**src/ubxr_pkg.sv**
```systemverilog
// Package with the shared types and constants of the frame receiver.
`default_nettype none

package ubxr_pkg;

  localparam int unsigned QUEUE_DEPTH = 4;
  localparam int unsigned CFG_IDX_W = 2;

  localparam logic [CFG_IDX_W-1:0] CFG_SYNC_FIRST = 2'd0;
  localparam logic [CFG_IDX_W-1:0] CFG_SYNC_SECOND = 2'd1;

  localparam logic [7:0] SYNC_FIRST_RST = 8'd181;
  localparam logic [7:0] SYNC_SECOND_RST = 8'd98;

  localparam logic KIND_PAYLOAD = 1'b0;
  localparam logic KIND_END = 1'b1;

  typedef enum logic [8:0] {
    PH_HUNT    = 9'b000000001,
    PH_SYNC2   = 9'b000000010,
    PH_CLASS   = 9'b000000100,
    PH_ID      = 9'b000001000,
    PH_LEN_LO  = 9'b000010000,
    PH_LEN_HI  = 9'b000100000,
    PH_PAYLOAD = 9'b001000000,
    PH_CHK_A   = 9'b010000000,
    PH_CHK_B   = 9'b100000000
  } phase_t;

  typedef struct packed {
    logic        kind;
    logic [7:0]  data_byte;
    logic [15:0] byte_index;
    logic [7:0]  msg_class;
    logic [7:0]  message_id;
    logic [15:0] payload_length;
    logic        checksum_ok;
  } result_t;

endpackage

`default_nettype wire

```
**src/ubxr_front.sv**
```systemverilog
// Frame parser that takes received bytes, tracks the checksum and issues result entries.
`default_nettype none

module ubxr_front (
  input  wire logic                           clk,
  input  wire logic                           rst_n,
  input  wire logic                           in_valid,
  input  wire logic [7:0]                     in_rx_byte,
  input  wire logic                           queue_full,
  output logic                                in_stall,
  input  wire logic                           cfg_valid,
  input  wire logic [ubxr_pkg::CFG_IDX_W-1:0] cfg_index,
  input  wire logic [7:0]                     cfg_data,
  output logic                                push,
  output ubxr_pkg::result_t                   push_entry
);

  ubxr_pkg::phase_t phase_r, phase_nxt;
  logic [7:0]  sync_first_r, sync_second_r;
  logic [7:0]  class_r, class_nxt;
  logic [7:0]  id_r, id_nxt;
  logic [15:0] length_r, length_nxt;
  logic [15:0] count_r, count_nxt;
  logic [7:0]  sum_a_r, sum_a_nxt;
  logic [7:0]  sum_b_r, sum_b_nxt;
  logic [7:0]  chk_a_r, chk_a_nxt;
  logic        accept;
  logic [7:0]  add_a;
  logic [7:0]  add_b;
  logic [15:0] count_inc;
  logic [15:0] length_full;

  assign in_stall = queue_full;
  assign accept = in_valid && !queue_full;
  assign add_a = sum_a_r + in_rx_byte;
  assign add_b = sum_b_r + add_a;
  assign count_inc = count_r + 16'd1;
  assign length_full = {in_rx_byte, length_r[7:0]};

  always_comb begin
    phase_nxt = phase_r;
    class_nxt = class_r;
    id_nxt = id_r;
    length_nxt = length_r;
    count_nxt = count_r;
    sum_a_nxt = sum_a_r;
    sum_b_nxt = sum_b_r;
    chk_a_nxt = chk_a_r;
    push = 1'b0;
    push_entry.kind = ubxr_pkg::KIND_PAYLOAD;
    push_entry.data_byte = in_rx_byte;
    push_entry.byte_index = count_r;
    push_entry.msg_class = class_r;
    push_entry.message_id = id_r;
    push_entry.payload_length = length_r;
    push_entry.checksum_ok = 1'b0;
    if (accept) begin
      case (phase_r)
        ubxr_pkg::PH_SYNC2: begin
          phase_nxt = (in_rx_byte == sync_second_r) ? ubxr_pkg::PH_CLASS : ubxr_pkg::PH_HUNT;
        end
        ubxr_pkg::PH_CLASS: begin
          class_nxt = in_rx_byte;
          sum_a_nxt = in_rx_byte;
          sum_b_nxt = in_rx_byte;
          phase_nxt = ubxr_pkg::PH_ID;
        end
        ubxr_pkg::PH_ID: begin
          id_nxt = in_rx_byte;
          sum_a_nxt = add_a;
          sum_b_nxt = add_b;
          phase_nxt = ubxr_pkg::PH_LEN_LO;
        end
        ubxr_pkg::PH_LEN_LO: begin
          length_nxt = {8'd0, in_rx_byte};
          sum_a_nxt = add_a;
          sum_b_nxt = add_b;
          phase_nxt = ubxr_pkg::PH_LEN_HI;
        end
        ubxr_pkg::PH_LEN_HI: begin
          length_nxt = length_full;
          sum_a_nxt = add_a;
          sum_b_nxt = add_b;
          count_nxt = 16'd0;
          phase_nxt = (length_full != 16'd0) ? ubxr_pkg::PH_PAYLOAD : ubxr_pkg::PH_CHK_A;
        end
        ubxr_pkg::PH_PAYLOAD: begin
          sum_a_nxt = add_a;
          sum_b_nxt = add_b;
          push = 1'b1;
          count_nxt = count_inc;
          if (count_inc == length_r) begin
            phase_nxt = ubxr_pkg::PH_CHK_A;
          end
        end
        ubxr_pkg::PH_CHK_A: begin
          chk_a_nxt = in_rx_byte;
          phase_nxt = ubxr_pkg::PH_CHK_B;
        end
        ubxr_pkg::PH_CHK_B: begin
          push = 1'b1;
          push_entry.kind = ubxr_pkg::KIND_END;
          push_entry.data_byte = 8'd0;
          push_entry.byte_index = 16'd0;
          push_entry.checksum_ok = (chk_a_r == sum_a_r) && (in_rx_byte == sum_b_r);
          phase_nxt = ubxr_pkg::PH_HUNT;
        end
        default: begin
          phase_nxt = (in_rx_byte == sync_first_r) ? ubxr_pkg::PH_SYNC2 : ubxr_pkg::PH_HUNT;
        end
      endcase
    end
  end

  always_ff @(posedge clk) begin
    if (!rst_n) begin
      phase_r <= ubxr_pkg::PH_HUNT;
      class_r <= 8'd0;
      id_r <= 8'd0;
      length_r <= 16'd0;
      count_r <= 16'd0;
      sum_a_r <= 8'd0;
      sum_b_r <= 8'd0;
      chk_a_r <= 8'd0;
    end else begin
      phase_r <= phase_nxt;
      class_r <= class_nxt;
      id_r <= id_nxt;
      length_r <= length_nxt;
      count_r <= count_nxt;
      sum_a_r <= sum_a_nxt;
      sum_b_r <= sum_b_nxt;
      chk_a_r <= chk_a_nxt;
    end
  end

  always_ff @(posedge clk) begin
    if (!rst_n) begin
      sync_first_r <= ubxr_pkg::SYNC_FIRST_RST;
      sync_second_r <= ubxr_pkg::SYNC_SECOND_RST;
    end else if (cfg_valid) begin
      if (cfg_index == ubxr_pkg::CFG_SYNC_FIRST) begin
        sync_first_r <= cfg_data;
      end else if (cfg_index == ubxr_pkg::CFG_SYNC_SECOND) begin
        sync_second_r <= cfg_data;
      end
    end
  end

endmodule

`default_nettype wire

```
**src/ubxr_queue.sv**
```systemverilog
// Short first-in first-out queue of result entries between the parser and the output stage.
`default_nettype none

module ubxr_queue #(
  parameter int unsigned DEPTH = ubxr_pkg::QUEUE_DEPTH
) (
  input  wire logic              clk,
  input  wire logic              rst_n,
  input  wire logic              push,
  input  ubxr_pkg::result_t      push_entry,
  input  wire logic              pop,
  output ubxr_pkg::result_t      head_entry,
  output logic                   full,
  output logic                   not_empty
);

  localparam int unsigned PTR_W = $clog2(DEPTH);
  localparam int unsigned CNT_W = $clog2(DEPTH + 1);
  localparam logic [PTR_W-1:0] PTR_LAST = PTR_W'(DEPTH - 1);
  localparam logic [CNT_W-1:0] CNT_FULL = CNT_W'(DEPTH);

  ubxr_pkg::result_t store_r [DEPTH];
  logic [PTR_W-1:0] wr_ptr_r, wr_ptr_nxt;
  logic [PTR_W-1:0] rd_ptr_r, rd_ptr_nxt;
  logic [CNT_W-1:0] count_r, count_nxt;

  assign full = (count_r == CNT_FULL);
  assign not_empty = (count_r != '0);
  assign head_entry = store_r[rd_ptr_r];

  always_comb begin
    wr_ptr_nxt = wr_ptr_r;
    rd_ptr_nxt = rd_ptr_r;
    count_nxt = count_r;
    if (push) begin
      wr_ptr_nxt = (wr_ptr_r == PTR_LAST) ? '0 : wr_ptr_r + 1'b1;
    end
    if (pop) begin
      rd_ptr_nxt = (rd_ptr_r == PTR_LAST) ? '0 : rd_ptr_r + 1'b1;
    end
    if (push && !pop) begin
      count_nxt = count_r + 1'b1;
    end else if (pop && !push) begin
      count_nxt = count_r - 1'b1;
    end
  end

  always_ff @(posedge clk) begin
    if (!rst_n) begin
      wr_ptr_r <= '0;
      rd_ptr_r <= '0;
      count_r <= '0;
    end else begin
      wr_ptr_r <= wr_ptr_nxt;
      rd_ptr_r <= rd_ptr_nxt;
      count_r <= count_nxt;
    end
  end

  always_ff @(posedge clk) begin
    if (push) begin
      store_r[wr_ptr_r] <= push_entry;
    end
  end

endmodule

`default_nettype wire

```
**src/ubxr_out.sv**
```systemverilog
// Output stage that takes entries from the queue and holds each result until it is taken.
`default_nettype none

module ubxr_out (
  input  wire logic          clk,
  input  wire logic          rst_n,
  input  wire logic          head_valid,
  input  ubxr_pkg::result_t  head_entry,
  output logic               pop,
  input  wire logic          out_stall,
  output logic               out_valid,
  output ubxr_pkg::result_t  out_entry
);

  logic              valid_r, valid_nxt;
  ubxr_pkg::result_t entry_r;

  assign pop = head_valid && (!valid_r || !out_stall);
  assign out_valid = valid_r;
  assign out_entry = entry_r;

  always_comb begin
    valid_nxt = valid_r;
    if (pop) begin
      valid_nxt = 1'b1;
    end else if (!out_stall) begin
      valid_nxt = 1'b0;
    end
  end

  always_ff @(posedge clk) begin
    if (!rst_n) begin
      valid_r <= 1'b0;
    end else begin
      valid_r <= valid_nxt;
    end
  end

  always_ff @(posedge clk) begin
    if (pop) begin
      entry_r <= head_entry;
    end
  end

endmodule

`default_nettype wire

```
**src/ubx_frame_receiver_core.sv**
```systemverilog
// Top level of the frame receiver: parser, result queue and output stage.
// Throughput is one byte per cycle while the result queue is not full; in_stall rises
// only while the result queue is full. A result passes through the result queue and the output
// stage register before it shows on the outputs, and its transaction comes later when stalled.
// Reset is synchronous and active low: the parser hunts for the first sync byte, the sync
// values return to 181 and 98, and the queue and output stage empty.
`default_nettype none

module ubx_frame_receiver_core #(
  parameter int unsigned QUEUE_DEPTH = ubxr_pkg::QUEUE_DEPTH
) (
  input  wire logic                           clk,
  input  wire logic                           rst_n,
  input  wire logic                           in_valid,
  output logic                                in_stall,
  input  wire logic [7:0]                     in_rx_byte,
  output logic                                out_valid,
  input  wire logic                           out_stall,
  output logic                                out_kind,
  output logic [7:0]                          out_data_byte,
  output logic [15:0]                         out_byte_index,
  output logic [7:0]                          out_msg_class,
  output logic [7:0]                          out_message_id,
  output logic [15:0]                         out_payload_length,
  output logic                                out_checksum_ok,
  input  wire logic                           cfg_valid,
  output logic                                cfg_ready,
  input  wire logic [ubxr_pkg::CFG_IDX_W-1:0] cfg_index,
  input  wire logic [7:0]                     cfg_data
);

  logic              queue_full;
  logic              queue_not_empty;
  logic              push;
  logic              pop;
  ubxr_pkg::result_t push_entry;
  ubxr_pkg::result_t head_entry;
  ubxr_pkg::result_t out_entry;

  assign cfg_ready = 1'b1;

  ubxr_front u_front (
    .clk        (clk),
    .rst_n      (rst_n),
    .in_valid   (in_valid),
    .in_rx_byte (in_rx_byte),
    .queue_full (queue_full),
    .in_stall   (in_stall),
    .cfg_valid  (cfg_valid),
    .cfg_index  (cfg_index),
    .cfg_data   (cfg_data),
    .push       (push),
    .push_entry (push_entry)
  );

  ubxr_queue #(
    .DEPTH (QUEUE_DEPTH)
  ) u_queue (
    .clk        (clk),
    .rst_n      (rst_n),
    .push       (push),
    .push_entry (push_entry),
    .pop        (pop),
    .head_entry (head_entry),
    .full       (queue_full),
    .not_empty  (queue_not_empty)
  );

  ubxr_out u_out (
    .clk        (clk),
    .rst_n      (rst_n),
    .head_valid (queue_not_empty),
    .head_entry (head_entry),
    .pop        (pop),
    .out_stall  (out_stall),
    .out_valid  (out_valid),
    .out_entry  (out_entry)
  );

  assign out_kind = out_entry.kind;
  assign out_data_byte = out_entry.data_byte;
  assign out_byte_index = out_entry.byte_index;
  assign out_msg_class = out_entry.msg_class;
  assign out_message_id = out_entry.message_id;
  assign out_payload_length = out_entry.payload_length;
  assign out_checksum_ok = out_entry.checksum_ok;

endmodule

`default_nettype wire

```
**config.mk**
```make
export PLATFORM = sky130hd
export DESIGN_NAME = ubx_frame_receiver_core
export DESIGN_NICKNAME = d
export VERILOG_FILES = /design/src/ubxr_pkg.sv /design/src/ubxr_front.sv /design/src/ubxr_queue.sv /design/src/ubxr_out.sv /design/src/ubx_frame_receiver_core.sv
export SDC_FILE = /design/constraint.sdc
export NUM_CORES = 1
export LEC_CHECK = 0
export ABC_AREA = 1
export ABC_CLOCK_PERIOD_IN_PS = 9500
export BUFFER_PORTS_ARGS = -buffer_cell sky130_fd_sc_hd__buf_2
export CAP_MARGIN = 5
export CORE_MARGIN = 8
export CORE_UTILIZATION = 55
export DETAILED_ROUTE_END_ITERATION = 10
export PLACE_DENSITY = 0.83
export REMOVE_ABC_BUFFERS = 1
export SLEW_MARGIN = 25
export SYNTH_ARGS = -nofsm -noshare
export SYNTH_HDL_FRONTEND = slang
export SYNTH_HIERARCHICAL = 1
export SYNTH_SLANG_ARGS = --single-unit
```
**constraint.sdc**
```tcl
create_clock -name clk -period 9.5 [get_ports clk]
set_input_delay 0.475 -clock clk [delete_from_list [all_inputs] [get_ports clk]]
set_output_delay 0.475 -clock clk [all_outputs]
set_load 0.05 [all_outputs]
```
Word-level counts from Yosys, hierarchy flattened --
Memories as Yosys holds them, arrays and structs flattened. A register that Yosys moved wholly into a read port is not among the register bits. Cells that the tools add are included.
Storage, ports and cells: bits in registers 105, bits in writable memories 232, input bits 23, memories 1
Memory list:
- u_queue.store_r | depth 4, bits a word 58, rd ports 1, clocked after Yosys merged registers in 1, wr ports 1, line ubxr_queue.sv:22 | ubxr_pkg::result_t store_r [DEPTH];
Cells by class: add/sub/neg operators 7, eq/ne operators 19, mux-type cells 23, bitwise operators 2, reductions and logical operators 30
Operators by type and width (count):
- 9-bit one-hot mux with 8 select lines | 1
- 16-bit one-hot mux with 2 select lines | 2
- 25-bit 2-to-1 mux | 2
- 8-bit == test | 4
- 8-bit one-hot mux with 2 select lines | 2
- 16-bit by 1-bit adder with 16-bit output (second input constant) | 1
- 8-bit adder | 2
- 16-bit == test | 1
- 2-bit AND reduction | 8
- 16-bit nonzero test | 1
- 9-bit by 2-bit == test with 1-bit output (second input constant) | 1
- 9-bit by 3-bit == test with 1-bit output (second input constant) | 1
- 9-bit by 4-bit == test with 1-bit output (second input constant) | 1
- 9-bit by 5-bit == test with 1-bit output (second input constant) | 1
- 9-bit by 6-bit == test with 1-bit output (second input constant) | 1
- 9-bit by 7-bit == test with 1-bit output (second input constant) | 1
- 9-bit by 8-bit == test with 1-bit output (second input constant) | 1
- 9-bit == test (second input constant) | 1
- 3-bit 2-to-1 mux | 3
- 9-bit 2-to-1 mux | 1
- 1-bit 2-to-1 mux | 8
- 8-bit 2-to-1 mux | 1
- 2-bit nonzero test | 4
- 2-bit 2-to-1 mux | 3
- other kinds (16) | 29

Logic depth before layout (Yosys ltp) --
word-level depth 8, gate-level depth with buffers 18, mapped depth without buffers 18

By module --
Netlist, hierarchy kept.
Modules (own cells, without submodules):
- ubxr_queue | times used 1, cells an instance 621, area an instance 9108.7 um^2
- ubxr_front | times used 1, cells an instance 850, area an instance 5726.7 um^2
- ubxr_out | times used 1, cells an instance 64, area an instance 1786.7 um^2
- ubx_frame_receiver_core | times used 1, cells an instance 2, area an instance 11.3 um^2

Worst setup path before layout --
Ideal clock, no wire load.
path kind reg2reg, from register u_queue.count_r[0], to register u_queue.count_r[1], arrival 4.885 ns, required time 9.384 ns, setup slack 4.499 ns, cell stages (with the launch flop) 11, buffers on the path 0, period minus slack after synthesis 5.001 ns, path through dfxtp_1 > nor2_1 > nand2_1 > inv_1 > a21oi_1 > inv_1 > ha_1 > inv_1 > fa_1 > o21ai_0 > nor2_1
RTL lines:
- start, declared | line ubxr_queue.sv:25 | logic [CNT_W-1:0] count_r, count_nxt;
- start signal, assigned | line ubxr_queue.sv:56 | count_r <= count_nxt;
- 3-bit nonzero test | line ubxr_queue.sv:28 | assign not_empty = (count_r != '0);
- named net queue_not_empty | line ubx_frame_receiver_core.sv:33 | logic queue_not_empty;
- 1-bit logical AND | line ubxr_out.sv:18 | assign pop = head_valid && (!valid_r || !out_stall);
- named net pop | line ubx_frame_receiver_core.sv:35 | logic pop;
- 1-bit logical NOT | line ubxr_queue.sv:41 | if (push && !pop) begin
- 1-bit logical AND | line ubxr_queue.sv:41
- 3-bit 2-to-1 mux | line ubxr_queue.sv:41
- named net u_queue.count_nxt[1] | line ubxr_queue.sv:25
The timed path passes the listed nets, and every way through them passes these cells. The select of a mux whose other input is x is not followed. A chain may end at the register's enable or synchronous reset.

Worst setup path after layout --
from register u_queue.count_r[0], to memory u_queue/store_r[3][10] in the netlist's numbering (enable)
On the way: longest elaborated chain between the ends 6
Ends and longest elaborated chain:
- 3-bit == test | line ubxr_queue.sv:27 | assign full = (count_r == CNT_FULL);
- 1-bit logical NOT | line ubxr_front.sv:34 | assign accept = in_valid && !queue_full;
- 1-bit logical AND | line ubxr_front.sv:34
- 1-bit 2-to-1 mux | line ubxr_front.sv:57 | if (accept) begin
- named net push | line ubx_frame_receiver_core.sv:34 | logic push;
- 1-bit 2-to-1 mux | line ubxr_queue.sv:61 | if (push) begin
- 1-bit 2-to-1 mux (not written as such) | line ubxr_queue.sv:62 | store_r[wr_ptr_r] <= push_entry;
- end, declared | line ubxr_queue.sv:22
The timed path passes the listed nets, and every way through them passes these cells.

==> impl_metrics.yaml <==
outcome:
  status: "finished clean"
synthesis:
  synth_top_area_share: 0.524
  synth.most_common_cell: "edfxtp_1"
  ys.flop_type: "edfxtp_1"
  ys_seq_area_frac: 0.652
  synth_cells: 1537
  synth_common_cells: "edfxtp_1 (290), nand2_1 (228), nor2_1 (163), o21ai_0 (145), inv_1 (129)"
  yosysWarningCount: 6
  yosysTopAreaCell: "edfxtp_1"
  synthTopCellsByArea: "edfxtp_1 (52%), dfxtp_1 (13%), nand2_1 (5.1%), o21ai_0 (4.4%), nor2_1 (3.7%)"
  async_reset_ff_frac: 0
  ys_seq_elements: 397
  synth_cell_types: 48
  syn_avg_cell_area_um2: 10.8
  synth_edf_count: 290
  synth_area_um2: 16600
timing:
  rsz0062_at_grt: "false"
  finalMaxSlewViolations: 0
  fin_skew_ns: 0.0138
  post-route-min-period_ns: 4.21
  setup_tns_ns: 0
  finalHoldViolCount: 0
  setup_violations: 0
  max_freq_ghz: 0.237
  finalCritPeriodShare: 0.443
  tightest_slew_ns: 0.891
  slew_headroom: 0.406
routing:
  drt_iter0_drc: 1082
  drt-total-wl_mm: 36.3
  vias: 11480
  ant_nets: 0
  drc: 0
  via_per_inst: 5.69
  wl_per_cell_um: 18.0
  drt-pass1-iter-count: 5
clock_network:
  cts_sinks: 397
  root_buffer: "clkbuf_16"
  clk_path_buf_depth: 3
  hold_buffers: 0
  post_cts_resized: 0
  cts_setup_buffers: 0
  clock_latency_ns: 0.52
  cts_tree: "yes"
  clk_pin_slew_worst_paths_ns: 0.06
  htreeDepth: 2
  cts_made_buffers: 39
global_route:
  grtUsageMet2: 0.348
  antenna_found_initial: 0
  gr-total-overflow: 0
  grt_usage: 0.199
  met3_usage: 0.0403
  use_met1: 0.243
  grt_max_degree: 117
  grt_pass1_vias: 11407
  grt_pass1_wl_mm: 58.2
  busiest_layer: "met2"
critical_path:
  crit_path_end_kind: "flip-flop"
  cp_max_fo: 30
  path_class: "reg2reg"
  critical_path.startpoint_type: "flip-flop"
  critPathRequiredTime_ns: 9.66
  crit_slowest_cell: "clkinv_1"
  max_stage_delay_ns: 0.76
  arrival_ns: 4.37
  worstPathCellList: "nor3_1 > nor2_1 > buf_4 > inv_1 > nor2_1 > clkinv_1 > nand2_1 > nand2_1 > clkinv_2 > buf_4"
cells_and_area:
  instances_no_fill: 2019
  fin_util: 0.622
  fill_cells: 2196
  drive_gt1_frac: 0.123
  fin_nets: 1647
  area_delta_synth_final_pct: 11.1
  diodes: 0
flow_run:
  max-cap-violations: 0
power:
  p_leak_nw: 6.99
  power_density_nw_per_um2: 267
  ir_drop_uv: 397
  p_sw_w: 0.00169
  p_int_w: 0.00325
  pwr-share-seq: 0.437
  netSwitchingFraction: 0.342
  power_frac_clock: 0.306
  combPwrFrac: 0.256
floorplanning:
  num_io_pins: 84
  core_area_um2: 29700
  initial_core_util: 0.560
  die_w_um: 190
  num_rows: 63
  die_h_um: 190
  dieArea_um2: 36100
min_path:
  min_path_type: "in2reg"
place:
  place_inst: 1948
  globalplace.congestion: 0.888
  dpl.hpwl_mm: 21.9
  port-buffer-count: 82
-- worst max-delay path: cells and delay by family, from the launching register on --
kind | cells | cell delay (ns)
buffers and inverters | 5 | 2.21
flip-flops | 1 | 0.42
AND/OR/NAND/NOR | 5 | 1.20
-- through the flow --
| step | hold WS (ns) | cell area (um2) | power [W] | setup WS [ns] |
|---|---|---|---|---|
| after floorplan | 0.435 | 16200 | 0.00312 | 4.50 |
| after global placement | 0.448 | 17200 | 0.00344 | 5.49 |
| after detailed placement | 0.453 | 17200 | 0.00347 | 5.33 |
| after CTS | 0.188 | 18500 | 0.00498 | 5.36 |
| after global routing | 0.204 | 18500 | 0.00515 | 5.03 |
| final | 0.196 | 18500 | 0.00494 | 5.29 |
-- path summary, 6_finish.rpt --
check	slack (ns)	start	to	cells past startpoint
setup / recovery	5.29	u_queue/count_r[0]	u_queue/store_r[3][10]	10
hold / removal	0.20	cfg_data[2]	u_front/sync_first_r[2]	3
setup reg to reg	5.29	u_queue/count_r[0]	u_queue/store_r[3][10]	10
hold reg to reg	0.46	u_front/chk_a_r[7]	u_front/chk_a_r[7]	2
-- power groups by stage --
stage	Sequential (W)	Combinational (W)	Clock, W
floorplan	0.00271	0.000419	0
global placement	0.00219	0.00124	0
detailed placement	0.00220	0.00128	0
CTS	0.00216	0.00128	0.00153
global route	0.00218	0.00136	0.00161
finish	0.00216	0.00127	0.00151
-- flip-flops by register name, summed over array words and instances, names as in the netlist, named ones only --
| register | flops |
|---|---|
| u_front/sync_second_r | 8 |
| u_out/out_valid | 1 |
| u_out/out_entry | 58 |
| u_queue/count_r | 3 |
| u_queue/wr_ptr_r | 2 |
| u_queue/store_r | 232 |
| u_front/sum_a_r | 8 |
| u_front/phase_r | 9 |
| u_front/count_r | 16 |
| u_front/class_r | 8 |
| u_front/length_r | 16 |
| u_queue/rd_ptr_r | 2 |
| u_front/sync_first_r | 8 |
| u_front/chk_a_r | 8 |
| u_front/id_r | 8 |
| u_front/sum_b_r | 8 |
-- per-layer routing --
| layer | up-vias | wire length, um |
|---|---|---|
| met3 | 80 | 2930 |
| met1 | 5482 | 14400 |
| met2 | 469 | 17900 |
| li1 | 5449 | - |
| met5 | - | 0 |
| met4 | 0 | 1100 |
-- kinds of logic (layout without fill, tap and decap cells) --
group	count (synthesis)	after routing	share of synthesized area
AO/OA/AOI/OAI	338	338	0.109
buffers and inverters	212	304	0.0580
flip-flops	397	397	0.652
other	1	1	0.000225
AND/OR/NAND/NOR	520	520	0.135
XOR/XNOR	44	44	0.0257
adder cells (fa/ha/maj)	25	25	0.0202
-- area by class of cell --
type / count / area (um2) / share of cell area
timing repair buffer: 94 / 500 / 0.0271
tap: 390 / 488 / 0.0264
multi-input combinational: 928 / 4840 / 0.262
clock buffer: 54 / 1090 / 0.0593
sequential: 397 / 10900 / 0.588
clock inverter: 17 / 168 / 0.00907
inverter: 139 / 532 / 0.0288
-- cell usage in the layout (no fill, tap or decap), types with 3 or more instances in the layout --
cell and n:
buf_2 82, nor4_1 5, xnor2_1 15, nor3_1 7
dfxtp_1 106, clkbuf_1 11, nand2_1 228, xnor3_1 3
bufinv_16 3, inv_1 125, clkbuf_16 41, a21oi_1 86
buf_4 12, nor2_2 13, nand3b_1 5, clkinv_2 8
o21ai_1 23, nor2_1 163, or2_2 6, nand3_1 64
o22ai_1 59, a31oi_1 14, nand2_2 8, xor2_1 26
fa_1 3, inv_2 7, o21ai_0 145, ha_1 22
edfxtp_1 290, nand4_1 12, clkinvlp_4 4, o21bai_1 3
clkinv_1 7
No activity file was read; power rests on OpenSTA's default activity.
